$ cat src/rtl/packed_epaper_to_bgr_pixels_unit_assert.svh
`ifndef PACKED_EPAPER_TO_BGR_PIXELS_UNIT_ASSERT_SVH
`define PACKED_EPAPER_TO_BGR_PIXELS_UNIT_ASSERT_SVH

// same-cycle implication, checked outside reset
`define PEPBGR_ASSERT_NOW(lbl, ante, cons) \
    lbl: assert property (@(posedge i_clk) disable iff (!i_rst_n) (ante) |-> (cons)) \
        else $error("pepbgr assertion failed");

// next-cycle implication, checked outside reset
`define PEPBGR_ASSERT_NEXT(lbl, ante, cons) \
    lbl: assert property (@(posedge i_clk) disable iff (!i_rst_n) (ante) |=> (cons)) \
        else $error("pepbgr assertion failed");

`endif

$ cat src/rtl/pepbgr_pkg.sv
`default_nettype none

package pepbgr_pkg;

    localparam int CFG_DW = 13;
    localparam int CFG_IW = 2;
    localparam int FMT_W  = 4;

    localparam logic [CFG_IW-1:0] CFG_PIXEL_FORMAT = 2'd0;
    localparam logic [CFG_IW-1:0] CFG_IMAGE_WIDTH  = 2'd1;

    localparam logic [FMT_W-1:0] FMT_MONO      = 4'd0;
    localparam logic [FMT_W-1:0] FMT_DUAL_RED  = 4'd1;
    localparam logic [FMT_W-1:0] FMT_DUAL_YEL  = 4'd2;
    localparam logic [FMT_W-1:0] FMT_GRAY2     = 4'd3;
    localparam logic [FMT_W-1:0] FMT_BWYR      = 4'd4;
    localparam logic [FMT_W-1:0] FMT_SEVEN     = 4'd5;
    localparam logic [FMT_W-1:0] FMT_SPECTRA6  = 4'd6;
    localparam logic [FMT_W-1:0] FMT_GRAY4     = 4'd7;

    localparam int QUEUE_DEPTH = 2;
    localparam int QPW         = $clog2(QUEUE_DEPTH);
    localparam int QCW         = $clog2(QUEUE_DEPTH + 1);

    typedef struct packed {
        logic [7:0] r;
        logic [7:0] g;
        logic [7:0] b;
    } t_rgb;

    typedef struct packed {
        logic              we;
        logic [CFG_IW-1:0] index;
        logic [CFG_DW-1:0] data;
    } t_cfg_wr;

    typedef struct packed {
        logic [7:0]       pb;
        logic [7:0]       ab;
        logic [FMT_W-1:0] fmt;
        logic [2:0]       last_k;
        logic             row_end;
        logic [1:0]       pad;
    } t_job;

    localparam t_rgb PAL4 [4] = '{
        '{8'd57,  8'd48,  8'd57},
        '{8'd255, 8'd255, 8'd255},
        '{8'd208, 8'd190, 8'd71},
        '{8'd156, 8'd72,  8'd75}
    };

    localparam t_rgb PAL7 [7] = '{
        '{8'd57,  8'd48,  8'd57},
        '{8'd255, 8'd255, 8'd255},
        '{8'd58,  8'd91,  8'd70},
        '{8'd61,  8'd59,  8'd94},
        '{8'd156, 8'd72,  8'd75},
        '{8'd208, 8'd190, 8'd71},
        '{8'd177, 8'd106, 8'd73}
    };

    localparam t_rgb PALSP6 [7] = '{
        '{8'd25,  8'd20,  8'd38},
        '{8'd178, 8'd193, 8'd192},
        '{8'd199, 8'd187, 8'd0},
        '{8'd107, 8'd17,  8'd25},
        '{8'd255, 8'd255, 8'd255},
        '{8'd24,  8'd83,  8'd154},
        '{8'd42,  8'd85,  8'd49}
    };

    function automatic t_rgb gray(input logic [7:0] v);
        t_rgb c;
        c.r = v;
        c.g = v;
        c.b = v;
        return c;
    endfunction

    function automatic t_rgb pixel_color(
        input logic [FMT_W-1:0] fmt,
        input logic [7:0]       pb,
        input logic [7:0]       ab,
        input logic [2:0]       k
    );
        logic [7:0] pb_bit_sh;
        logic [7:0] ab_bit_sh;
        logic [7:0] two_sh;
        logic [1:0] two;
        logic [3:0] nib;
        logic [2:0] pidx;
        t_rgb       c;
        pb_bit_sh = pb << k;
        ab_bit_sh = ab << k;
        two_sh    = pb << {k[1:0], 1'b0};
        two       = two_sh[7:6];
        nib       = k[0] ? pb[3:0] : pb[7:4];
        pidx      = (nib >= 4'd7) ? 3'd1 : nib[2:0];
        case (fmt)
            FMT_MONO: begin
                c = gray(pb_bit_sh[7] ? 8'd255 : 8'd0);
            end
            FMT_DUAL_RED, FMT_DUAL_YEL: begin
                if (!pb_bit_sh[7]) begin
                    c = gray(8'd0);
                end else if (!ab_bit_sh[7]) begin
                    c.r = 8'd255;
                    c.g = (fmt == FMT_DUAL_RED) ? 8'd0 : 8'd255;
                    c.b = 8'd0;
                end else begin
                    c = gray(8'd255);
                end
            end
            FMT_GRAY2:    c = gray({two, two, two, two});
            FMT_BWYR:     c = PAL4[two];
            FMT_SEVEN:    c = PAL7[pidx];
            FMT_SPECTRA6: c = PALSP6[pidx];
            FMT_GRAY4:    c = gray({nib, nib});
            default:      c = gray(8'd255);
        endcase
        return c;
    endfunction

endpackage

`default_nettype wire

$ cat src/rtl/pepbgr_front.sv
`default_nettype none

module pepbgr_front #(
    parameter int MAX_WIDTH = 4096
) (
    input  wire logic                i_clk,
    input  wire logic                i_rst_n,
    input  wire pepbgr_pkg::t_cfg_wr i_cfg,
    input  wire logic                i_push,
    input  wire logic                i_full,
    input  wire logic [7:0]          i_packed_byte,
    input  wire logic [7:0]          i_accent_byte,
    output logic                     o_q_push,
    output pepbgr_pkg::t_job         o_q_job
);

    localparam int CW = $clog2(MAX_WIDTH);
    localparam int WW = $clog2(MAX_WIDTH + 1);
    localparam int XW = (WW > pepbgr_pkg::CFG_DW) ? WW : pepbgr_pkg::CFG_DW;

    logic [pepbgr_pkg::FMT_W-1:0]  r_fmt;
    logic [pepbgr_pkg::CFG_DW-1:0] r_width;
    logic [CW-1:0]                 r_col;
    logic [CW-1:0]                 n_col;

    logic [XW-1:0] w_ext;
    logic [WW-1:0] w_eff;
    logic [CW-1:0] col0;
    logic [WW-1:0] remaining;
    logic [3:0]    per_byte;
    logic          row_end;
    logic          accept;

    assign accept = i_push && !i_full;
    assign w_ext  = XW'(r_width);

    always_comb begin
        if (w_ext == '0) begin
            w_eff = WW'(1);
        end else if (w_ext > XW'(MAX_WIDTH)) begin
            w_eff = WW'(MAX_WIDTH);
        end else begin
            w_eff = WW'(w_ext);
        end
    end

    always_comb begin
        case (r_fmt) inside
            pepbgr_pkg::FMT_GRAY2, pepbgr_pkg::FMT_BWYR:         per_byte = 4'd4;
            [pepbgr_pkg::FMT_SEVEN : pepbgr_pkg::FMT_GRAY4]:     per_byte = 4'd2;
            default:                                             per_byte = 4'd8;
        endcase
    end

    always_comb begin
        col0      = (WW'(r_col) >= w_eff) ? '0 : r_col;
        remaining = w_eff - WW'(col0);
        row_end   = remaining <= WW'(per_byte);
        n_col     = row_end ? '0 : col0 + CW'(per_byte);
    end

    always_comb begin
        o_q_push        = accept;
        o_q_job.pb      = i_packed_byte;
        o_q_job.ab      = i_accent_byte;
        o_q_job.fmt     = r_fmt;
        o_q_job.last_k  = row_end ? 3'(remaining - WW'(1)) : 3'(per_byte - 4'd1);
        o_q_job.row_end = row_end;
        o_q_job.pad     = w_eff[1:0];
    end

    always_ff @(posedge i_clk) begin
        if (!i_rst_n) begin
            r_fmt   <= pepbgr_pkg::FMT_MONO;
            r_width <= pepbgr_pkg::CFG_DW'(1);
            r_col   <= '0;
        end else begin
            if (i_cfg.we && i_cfg.index == pepbgr_pkg::CFG_PIXEL_FORMAT) begin
                r_fmt <= i_cfg.data[pepbgr_pkg::FMT_W-1:0];
            end
            if (i_cfg.we && i_cfg.index == pepbgr_pkg::CFG_IMAGE_WIDTH) begin
                r_width <= i_cfg.data;
            end
            if (accept) begin
                r_col <= n_col;
            end
        end
    end

endmodule

`default_nettype wire

$ cat src/rtl/pepbgr_queue.sv
`default_nettype none

module pepbgr_queue (
    input  wire logic             i_clk,
    input  wire logic             i_rst_n,
    input  wire logic             i_push,
    input  wire pepbgr_pkg::t_job i_job,
    output logic                  o_full,
    input  wire logic             i_pop,
    output logic                  o_valid,
    output pepbgr_pkg::t_job      o_job
);

    pepbgr_pkg::t_job r_mem [pepbgr_pkg::QUEUE_DEPTH];

    logic [pepbgr_pkg::QPW-1:0] r_wr_ptr;
    logic [pepbgr_pkg::QPW-1:0] r_rd_ptr;
    logic [pepbgr_pkg::QCW-1:0] r_count;
    logic                       do_push;
    logic                       do_pop;

    assign o_full  = r_count == pepbgr_pkg::QCW'(pepbgr_pkg::QUEUE_DEPTH);
    assign o_valid = r_count != '0;
    assign o_job   = r_mem[r_rd_ptr];
    assign do_push = i_push && !o_full;
    assign do_pop  = i_pop && o_valid;

    always_ff @(posedge i_clk) begin
        if (do_push) begin
            r_mem[r_wr_ptr] <= i_job;
        end
    end

    always_ff @(posedge i_clk) begin
        if (!i_rst_n) begin
            r_wr_ptr <= '0;
            r_rd_ptr <= '0;
            r_count  <= '0;
        end else begin
            if (do_push) begin
                r_wr_ptr <= (r_wr_ptr == pepbgr_pkg::QPW'(pepbgr_pkg::QUEUE_DEPTH - 1))
                            ? '0 : r_wr_ptr + 1'b1;
            end
            if (do_pop) begin
                r_rd_ptr <= (r_rd_ptr == pepbgr_pkg::QPW'(pepbgr_pkg::QUEUE_DEPTH - 1))
                            ? '0 : r_rd_ptr + 1'b1;
            end
            case ({do_push, do_pop})
                2'b10:   r_count <= r_count + 1'b1;
                2'b01:   r_count <= r_count - 1'b1;
                default: r_count <= r_count;
            endcase
        end
    end

endmodule

`default_nettype wire

$ cat src/rtl/pepbgr_back.sv
`default_nettype none

module pepbgr_back (
    input  wire logic             i_clk,
    input  wire logic             i_rst_n,
    input  wire logic             i_q_valid,
    input  wire pepbgr_pkg::t_job i_q_job,
    output logic                  o_q_pop,
    output logic                  o_empty,
    input  wire logic             i_pop,
    output logic [7:0]            o_blue,
    output logic [7:0]            o_green,
    output logic [7:0]            o_red,
    output logic                  o_row_done,
    output logic [1:0]            o_pad_count,
    output logic                  o_run_last
);

    logic [2:0]        r_k;
    logic              r_out_valid;
    pepbgr_pkg::t_rgb  r_rgb;
    logic              r_row_done;
    logic [1:0]        r_pad;
    logic              r_run_last;

    logic              load;
    logic              last;
    pepbgr_pkg::t_rgb  color;

    assign load    = i_q_valid && (!r_out_valid || i_pop);
    assign last    = r_k == i_q_job.last_k;
    assign o_q_pop = load && last;
    assign color   = pepbgr_pkg::pixel_color(i_q_job.fmt, i_q_job.pb, i_q_job.ab, r_k);

    // hold the pixel until it is taken
    always_ff @(posedge i_clk) begin
        if (load) begin
            r_rgb      <= color;
            r_row_done <= last && i_q_job.row_end;
            r_pad      <= (last && i_q_job.row_end) ? i_q_job.pad : 2'd0;
            r_run_last <= last;
        end
    end

    always_ff @(posedge i_clk) begin
        if (!i_rst_n) begin
            r_k         <= '0;
            r_out_valid <= 1'b0;
        end else begin
            if (load) begin
                r_k <= last ? 3'd0 : r_k + 3'd1;
            end
            if (load) begin
                r_out_valid <= 1'b1;
            end else if (i_pop) begin
                r_out_valid <= 1'b0;
            end
        end
    end

    assign o_empty     = !r_out_valid;
    assign o_blue      = r_rgb.b;
    assign o_green     = r_rgb.g;
    assign o_red       = r_rgb.r;
    assign o_row_done  = r_row_done;
    assign o_pad_count = r_pad;
    assign o_run_last  = r_run_last;

endmodule

`default_nettype wire

$ cat src/rtl/packed_epaper_to_bgr_pixels_unit.sv
// Channel   | Direction | Handshake                   | Payload
// ----------+-----------+-----------------------------+----------------------------------------
// bytes in  | input     | push / full                 | i_packed_byte, i_accent_byte
// pixels    | output    | empty / pop                 | o_blue, o_green, o_red, o_row_done,
//           |           |                             | o_pad_count, o_run_last
// config    | input     | i_cfg_we (no wait)          | i_cfg_index, i_cfg_data
//
// One pixel leaves per cycle while pop is high and bytes wait; a byte yields as many pixels
// as its format packs: 8 for one-bit formats, 4 for two-bit, 2 for four-bit, fewer at a row end.
// The back stage holds each pixel in its single output register.
// Reset is synchronous: it clears the column, the queue and the output valid, and sets mono, width 1.
// With pop low the output holds; after two waiting bytes full rises.
`default_nettype none

`include "packed_epaper_to_bgr_pixels_unit_assert.svh"

module packed_epaper_to_bgr_pixels_unit #(
    parameter int MAX_WIDTH = 4096
) (
    input  wire logic                              i_clk,
    input  wire logic                              i_rst_n,
    input  wire logic                              i_cfg_we,
    input  wire logic [pepbgr_pkg::CFG_IW-1:0]     i_cfg_index,
    input  wire logic [pepbgr_pkg::CFG_DW-1:0]     i_cfg_data,
    input  wire logic                              push,
    output logic                                   full,
    input  wire logic [7:0]                        i_packed_byte,
    input  wire logic [7:0]                        i_accent_byte,
    output logic                                   empty,
    input  wire logic                              pop,
    output logic [7:0]                             o_blue,
    output logic [7:0]                             o_green,
    output logic [7:0]                             o_red,
    output logic                                   o_row_done,
    output logic [1:0]                             o_pad_count,
    output logic                                   o_run_last
);

    pepbgr_pkg::t_cfg_wr cfg;
    pepbgr_pkg::t_job    front_job;
    pepbgr_pkg::t_job    q_job;
    logic                front_push;
    logic                q_valid;
    logic                q_pop;

    assign cfg.we    = i_cfg_we;
    assign cfg.index = i_cfg_index;
    assign cfg.data  = i_cfg_data;

    pepbgr_front #(
        .MAX_WIDTH (MAX_WIDTH)
    ) u_front (
        .i_clk         (i_clk),
        .i_rst_n       (i_rst_n),
        .i_cfg         (cfg),
        .i_push        (push),
        .i_full        (full),
        .i_packed_byte (i_packed_byte),
        .i_accent_byte (i_accent_byte),
        .o_q_push      (front_push),
        .o_q_job       (front_job)
    );

    pepbgr_queue u_queue (
        .i_clk   (i_clk),
        .i_rst_n (i_rst_n),
        .i_push  (front_push),
        .i_job   (front_job),
        .o_full  (full),
        .i_pop   (q_pop),
        .o_valid (q_valid),
        .o_job   (q_job)
    );

    pepbgr_back u_back (
        .i_clk       (i_clk),
        .i_rst_n     (i_rst_n),
        .i_q_valid   (q_valid),
        .i_q_job     (q_job),
        .o_q_pop     (q_pop),
        .o_empty     (empty),
        .i_pop       (pop),
        .o_blue      (o_blue),
        .o_green     (o_green),
        .o_red       (o_red),
        .o_row_done  (o_row_done),
        .o_pad_count (o_pad_count),
        .o_run_last  (o_run_last)
    );

    `PEPBGR_ASSERT_NOW(a_row_done_ends_run, !empty && o_row_done, o_run_last)
    `PEPBGR_ASSERT_NOW(a_pad_only_at_row_end, !empty && !o_row_done, o_pad_count == 2'd0)
    `PEPBGR_ASSERT_NOW(a_full_has_job, full, q_valid)
    `PEPBGR_ASSERT_NEXT(a_job_gives_pixel, q_valid && (empty || pop), !empty)

endmodule

`default_nettype wire
$ cat config.mk
export PLATFORM = sky130hd
export DESIGN_NAME = packed_epaper_to_bgr_pixels_unit
export DESIGN_NICKNAME = d
export VERILOG_FILES = /design/src/rtl/pepbgr_pkg.sv /design/src/rtl/pepbgr_front.sv /design/src/rtl/pepbgr_queue.sv /design/src/rtl/pepbgr_back.sv /design/src/rtl/packed_epaper_to_bgr_pixels_unit.sv
export VERILOG_INCLUDE_DIRS = /design/src /design/src/rtl
export SDC_FILE = /design/constraint.sdc
export NUM_CORES = 1
export LEC_CHECK = 0
export ABC_AREA = 1
export BUFFER_PORTS_ARGS = -buffer_cell sky130_fd_sc_hd__buf_2
export CORE_UTILIZATION = 50
export DETAILED_ROUTE_END_ITERATION = 10
export GPL_TIMING_DRIVEN = 0
export PLACE_DENSITY = 0.69
export SETUP_SLACK_MARGIN = 0.05
export SLEW_MARGIN = 5
export SYNTH_ARGS = -nofsm -noshare
export SYNTH_HDL_FRONTEND = slang
export SYNTH_SLANG_ARGS = --single-unit
export TNS_END_PERCENT = 30
$ cat constraint.sdc
create_clock -name i_clk -period 5.6 [get_ports i_clk]
set_input_delay 1.68 -clock i_clk [delete_from_list [all_inputs] [get_ports i_clk]]
set_output_delay 1.68 -clock i_clk [all_outputs]
set_load 0.05 [all_outputs]
Word-level counts from Yosys, hierarchy flattened
Memories as Yosys holds them, arrays and structs flattened. A register that Yosys moved wholly into a read port is not among the register bits.
Cells that the tools add are included.

word-level totals
  bits in registers = 65
  RAM bits = 52
  memory bits (read-only) = 384
  input port bits = 36
  output and inout bits = 30
  logic and storage cells = 104
  memories kept = 3

operators by class
  add/sub/neg operators = 9
  order comparisons = 8
  eq/ne operators = 14
  shift-type cells = 3
  muxes and demuxes = 31
  bitwise operators = 2
  reduce and logical (&&, ||, !) cells = 20

memories
  name             depth  bits a word  rd ports  clocked after Yosys merged registers in  write ports  line                source
  (no name shown)  8      24           1         0                                        0            pepbgr_pkg.sv:118   FMT_SPECTRA6: c = PALSP6[pidx];
  (no name shown)  8      24           1         0                                        0            pepbgr_pkg.sv:117   FMT_SEVEN: c = PAL7[pidx];
  u_queue.r_mem    2      26           1         1                                        1            pepbgr_queue.sv:14  pepbgr_pkg::t_job r_mem [pepbgr_pkg::QUEUE_DEPTH];

operator list
  operator              count
  $mux 24               7
  $pmux 24 s7           1
  $bmux 24 s2           1
  $mux 13               2
  $mux 12               2
  $shl 8x3->8           3
  $eq 4x3->1 const B    5
  $mux 16               1
  $mux 8                2
  $ge 12x13->1          1
  $gt 13x13->1 const B  1
  $le 13x4->1           1
  $logic_not 13->1      1
  $sub 13x12->13        1
  $add 12x4->12         1
  $eq 4x2->1 const B    3
  $mux 4                3
  $logic_and 1x1->1     9
  $mux 3                3
  $ge 4x3->1 const B    2
  $mux 1                8
  $reduce_bool 2->1     3
  $sub 3x1->3 const B   2
  $eq 2x1->1 const B    2
  18 further kinds      22

Logic depth before layout (Yosys ltp)
  depth in word-level cells = 8
  gate-level depth with buffers = 33
  depth with buffers taken out = 32

Cells and area by module
Synthesis repeated with hierarchy kept, for this count alone.

second synthesis, totals
  cell total of the unflattened synthesis = 890
  area total of the unflattened synthesis = 7,551.0 µm²

by module, submodules not included
  module        times used  cells an instance  area each (µm²)
  pepbgr_front  1           442                2,826.5
  pepbgr_back   1           329                2,498.6
  pepbgr_queue  1           119                2,225.9

Worst setup path before layout
No wires, ideal clock.

  path type = register to register
  start point = reg u_front.r_width[0] (netlist bit)
  end point = mem u_queue.r_mem[0][5] (netlist bit), data pin
  arrival = 4.488 ns
  slack = 0.850 ns
  cell stages (with the launch flop) = 34
  path buffers = 1
  clock period less this slack = 4.750 ns
  path through = dfxtp_1 nor4_1 nand3_1 nand2_1 nand2_1 ha_1 nand2_1 inv_1 nand2_1 nor2_1 nand2_1 nand2_1 nor2_4 nand2_4 inv_2 nand2_1 ha_1 nand2_1 nand3_1 xor2_1 ha_1 a21oi_1 o21ai_0 nand2_1 nand3_1 nor2_1 nand3_1 nor2_1 nand3_2 buf_2 o21ai_0 o21ai_0 ha_1 xnor2_1

RTL lines
  what                    line                source
  from (decl)             pepbgr_front.sv:22  logic [pepbgr_pkg::CFG_DW-1:0] r_width;
  from (signal assigned)  pepbgr_front.sv:75  r_width <= pepbgr_pkg::CFG_DW'(1);
  from (signal assigned)  pepbgr_front.sv:82  r_width <= i_cfg.data;
  to (decl)               pepbgr_queue.sv:14

==> results_dict.tcl <==
set metrics [dict create \
    nNetsFinal 1069 \
    path_class "reg2reg" \
    crit_top_cell "nand2_1" \
    status "completed" \
    cts_buffers 17 \
    holdCritPathClass "reg2reg" \
    use_met3 0.0578 \
    layout_min_cycle_time_ns 5.25 \
    fin_crit_sh 0.938 \
    wl_um 17000 \
    max-slew-margin-rel 0.464 \
    whs_ns 0.466 \
    antenna_found_initial 0 \
    gp_congestion 0.956 \
    rows 43 \
    start_util 0.514 \
    hold_buffers 0 \
    pwr-share-seq 0.363 \
    rsz0062_at_grt "no" \
    endpoint_kind "register" \
    placed_area_sq_mm 0.00774 \
    max_cap_viol_count 0 \
    cp_data_arrival_time_ns 5.43 \
    grt_overflow 0 \
    grt_max_degree 28 \
    yosysWarnings 0 \
    drc 0 \
    p_leak_nw 3.89 \
    drt_iter0_markers 384 \
    hold_violations 0 \
    cts_root_buffer "clkbuf_16" \
    critPathMaxStageDelay_ns 0.34 \
    coreArea_sq_mm 0.0139 \
    clk_pin_slew_ns 0.06 \
    port_buffers 65 \
    synth_area_per_cell_sq_um 7.97 \
    cts_buffer_depth 2 \
    synthCells 896 \
    synth_most_common_cell "nand2_1" \
    routedWlPerCell_um 14.4 \
    drive_gt1_frac 0.178 \
    ys_top_cells_by_count "nand2_1, nor2_1, inv_1" \
    n_fill_cell 1274 \
    synth_top_area_share 0.336 \
    worstPathRequired_ns 5.77 \
    p_comb_frac 0.265 \
    drt-pass1-iter-count 5 \
    viasPerCell 5.24 \
    crit_fanout 7 \
    syn2layout_area_growth_pct 18.6 \
    async_flop_share 0 \
    p_clk_frac 0.372 \
    use_met1 0.297 \
    fmax_ghz 0.190 \
    cpMaxStageDelayCell "dfxtp_1" \
    clk_latency_ns 0.43 \
    netSwitchingPower_mw 0.984 \
    syn_area_sq_mm 0.00714 \
    syn_nets 978 \
    vias 6183 \
    start_kind "register" \
    antennaDiodeCount 0 \
    setup_viol 0 \
    die_area_sq_mm 0.0148 \
    drtAntennaViolNets 0 \
    busiest_layer "met2" \
    intPower_mw 1.91 \
    final_util 0.610 \
    p_sw_frac 0.340 \
    cts_tree "yes" \
    synthDistinctLibCells 45 \
    hpwl_um 12700 \
    synthTopCellsByArea "edfxtp_1, nand2_1, dfxtp_1" \
    ys_ff_latch 118 \
    yosysSeqAreaShare 0.443 \
    grt_pass1_vias 5815 \
    clock-sinks 118 \
    worstMarginPinSlew_ns 0.802 \
    power_density_mw_per_mm2 342 \
    final_max_slew_viol_count 0 \
    ys.flop_type "edfxtp_1" \
    ir_drop_mv 0.189 \
    fin_area_sq_mm 0.00846 \
    clock_skew_ns 0.00862 \
    grt_pass1_wl_um 27600 \
    dieHeight_um 121 \
    h-tree-depth 4 \
    grt.met2_usage 0.417 \
    grt_use_total 0.247 \
    fp.dieW_um 121 \
    yosysTopAreaCell "edfxtp_1" \
    pin_count 66 \
    synth_edf_count 80 \
]
==> sequential cells by signal, indices dropped and copies added (netlist names), named ones only <==
name                count
u_queue.r_count         2
u_back.o_blue           8
u_front.r_width        13
u_front.r_fmt           4
u_back.r_out_valid      1
u_queue.r_mem          52
u_back.o_pad_count      2
u_queue.r_wr_ptr        1
u_front.r_col          12
u_queue.r_rd_ptr        1
u_back.o_row_done       1
u_back.o_green          8
u_back.r_k              3
u_back.o_red            8
u_back.o_run_last       1
==> stage by stage <==
step | instances | worst slack (ns) | total power, mW | TNS [ns]
floorplan | 896 | 0.850 | 1.63 | 0
global placement | 1141 | -0.225 | 1.79 | -0.882
detailed placement | 1142 | -0.265 | 1.81 | -1.03
CTS | 1175 | 0.111 | 2.88 | 0
global route | 1180 | 0.0578 | 3.04 | 0
finish | 1180 | 0.348 | 2.90 | 0
==> placed cells by master (no fill, tap or decap), types with 7 or more instances in the layout <==
cell type	instances
nand3_1	52
clkbuf_16	20
nor2_4	7
nand2_2	8
o21ai_0	44
ha_1	43
edfxtp_1	80
inv_2	14
inv_1	109
buf_2	68
nand4_1	21
a21oi_1	40
nand2_1	217
nor2_2	11
o21ai_1	8
nor2_1	112
dfxtp_1	38
clkbuf_1	9
==> metal layers <==
layer / wire length (um) / vias up
met5: 0 / -
met2: 8130 / 190
met4: 507 / 0
li1: - / 3153
met1: 7430 / 2799
met3: 895 / 41
==> layout make-up <==
type                    count  area, sq um  area share
clock inverters            11         81.3     0.00961
flip-flops and latches    118         3160       0.374
clock buffers              21          514      0.0608
inverters                 128          493      0.0582
multi-input cells         633         3480       0.411
plain buffers              18          116      0.0137
well taps                 180          225      0.0266
repair buffers             71          390      0.0461
==> cells by family (layout without fill, tap and decap cells) <==
group	count (synthesis)	in the layout	synth area share
and+or+nand+nor	456	457	0.280
buffers and inverters	146	249	0.0850
AOI/OAI and AO/OA	122	122	0.0997
DFF	118	118	0.443
adders and majority gates	46	46	0.0827
xor gates and xnor gates	8	8	0.00981
==> power groups by stage <==
stage	clock network (mW)	registers, mW	logic [mW]
3_5_place_dp	0	1.07	0.743
3_3_place_gp	0	1.07	0.727
4_1_cts	1.08	1.05	0.751
5_1_grt	1.12	1.06	0.859
6_report	1.08	1.05	0.768
2_1_floorplan	0	1.16	0.462
==> worst paths after layout <==
path,start,slack (ns),cells past startpoint,end
max,u_front.r_width[8]$_SDFFE_PN0P_,0.35,32,u_queue.r_mem[1][5]$_DFFE_PP_
min,u_queue.r_count[1]$_SDFFE_PN0P_,0.47,1,u_queue.r_count[1]$_SDFFE_PN0P_
max reg2reg,u_front.r_width[8]$_SDFFE_PN0P_,0.35,32,u_queue.r_mem[1][5]$_DFFE_PP_
min reg2reg,u_queue.r_count[1]$_SDFFE_PN0P_,0.47,1,u_queue.r_count[1]$_SDFFE_PN0P_
==> what timing repair did <==
item | CTS | global route
cloned | 0 | 1
endpoints found under the setup margin | 4 | 4
setup buffers | 1 | 4
pin swaps | 1 | 4
gates resized for setup | 5 | 11
==> critical path, delay by kind of cell (launching register included) <==
family                     cells  cell delay [ns]
and+or+nand+nor               22             2.82
adders and majority gates      4             1.15
DFF                            1             0.34
xor gates and xnor gates       2             0.30
AOI/OAI and AO/OA              2             0.21
buffers and inverters          2             0.16
No activity file was read; power rests on OpenSTA's default activity.
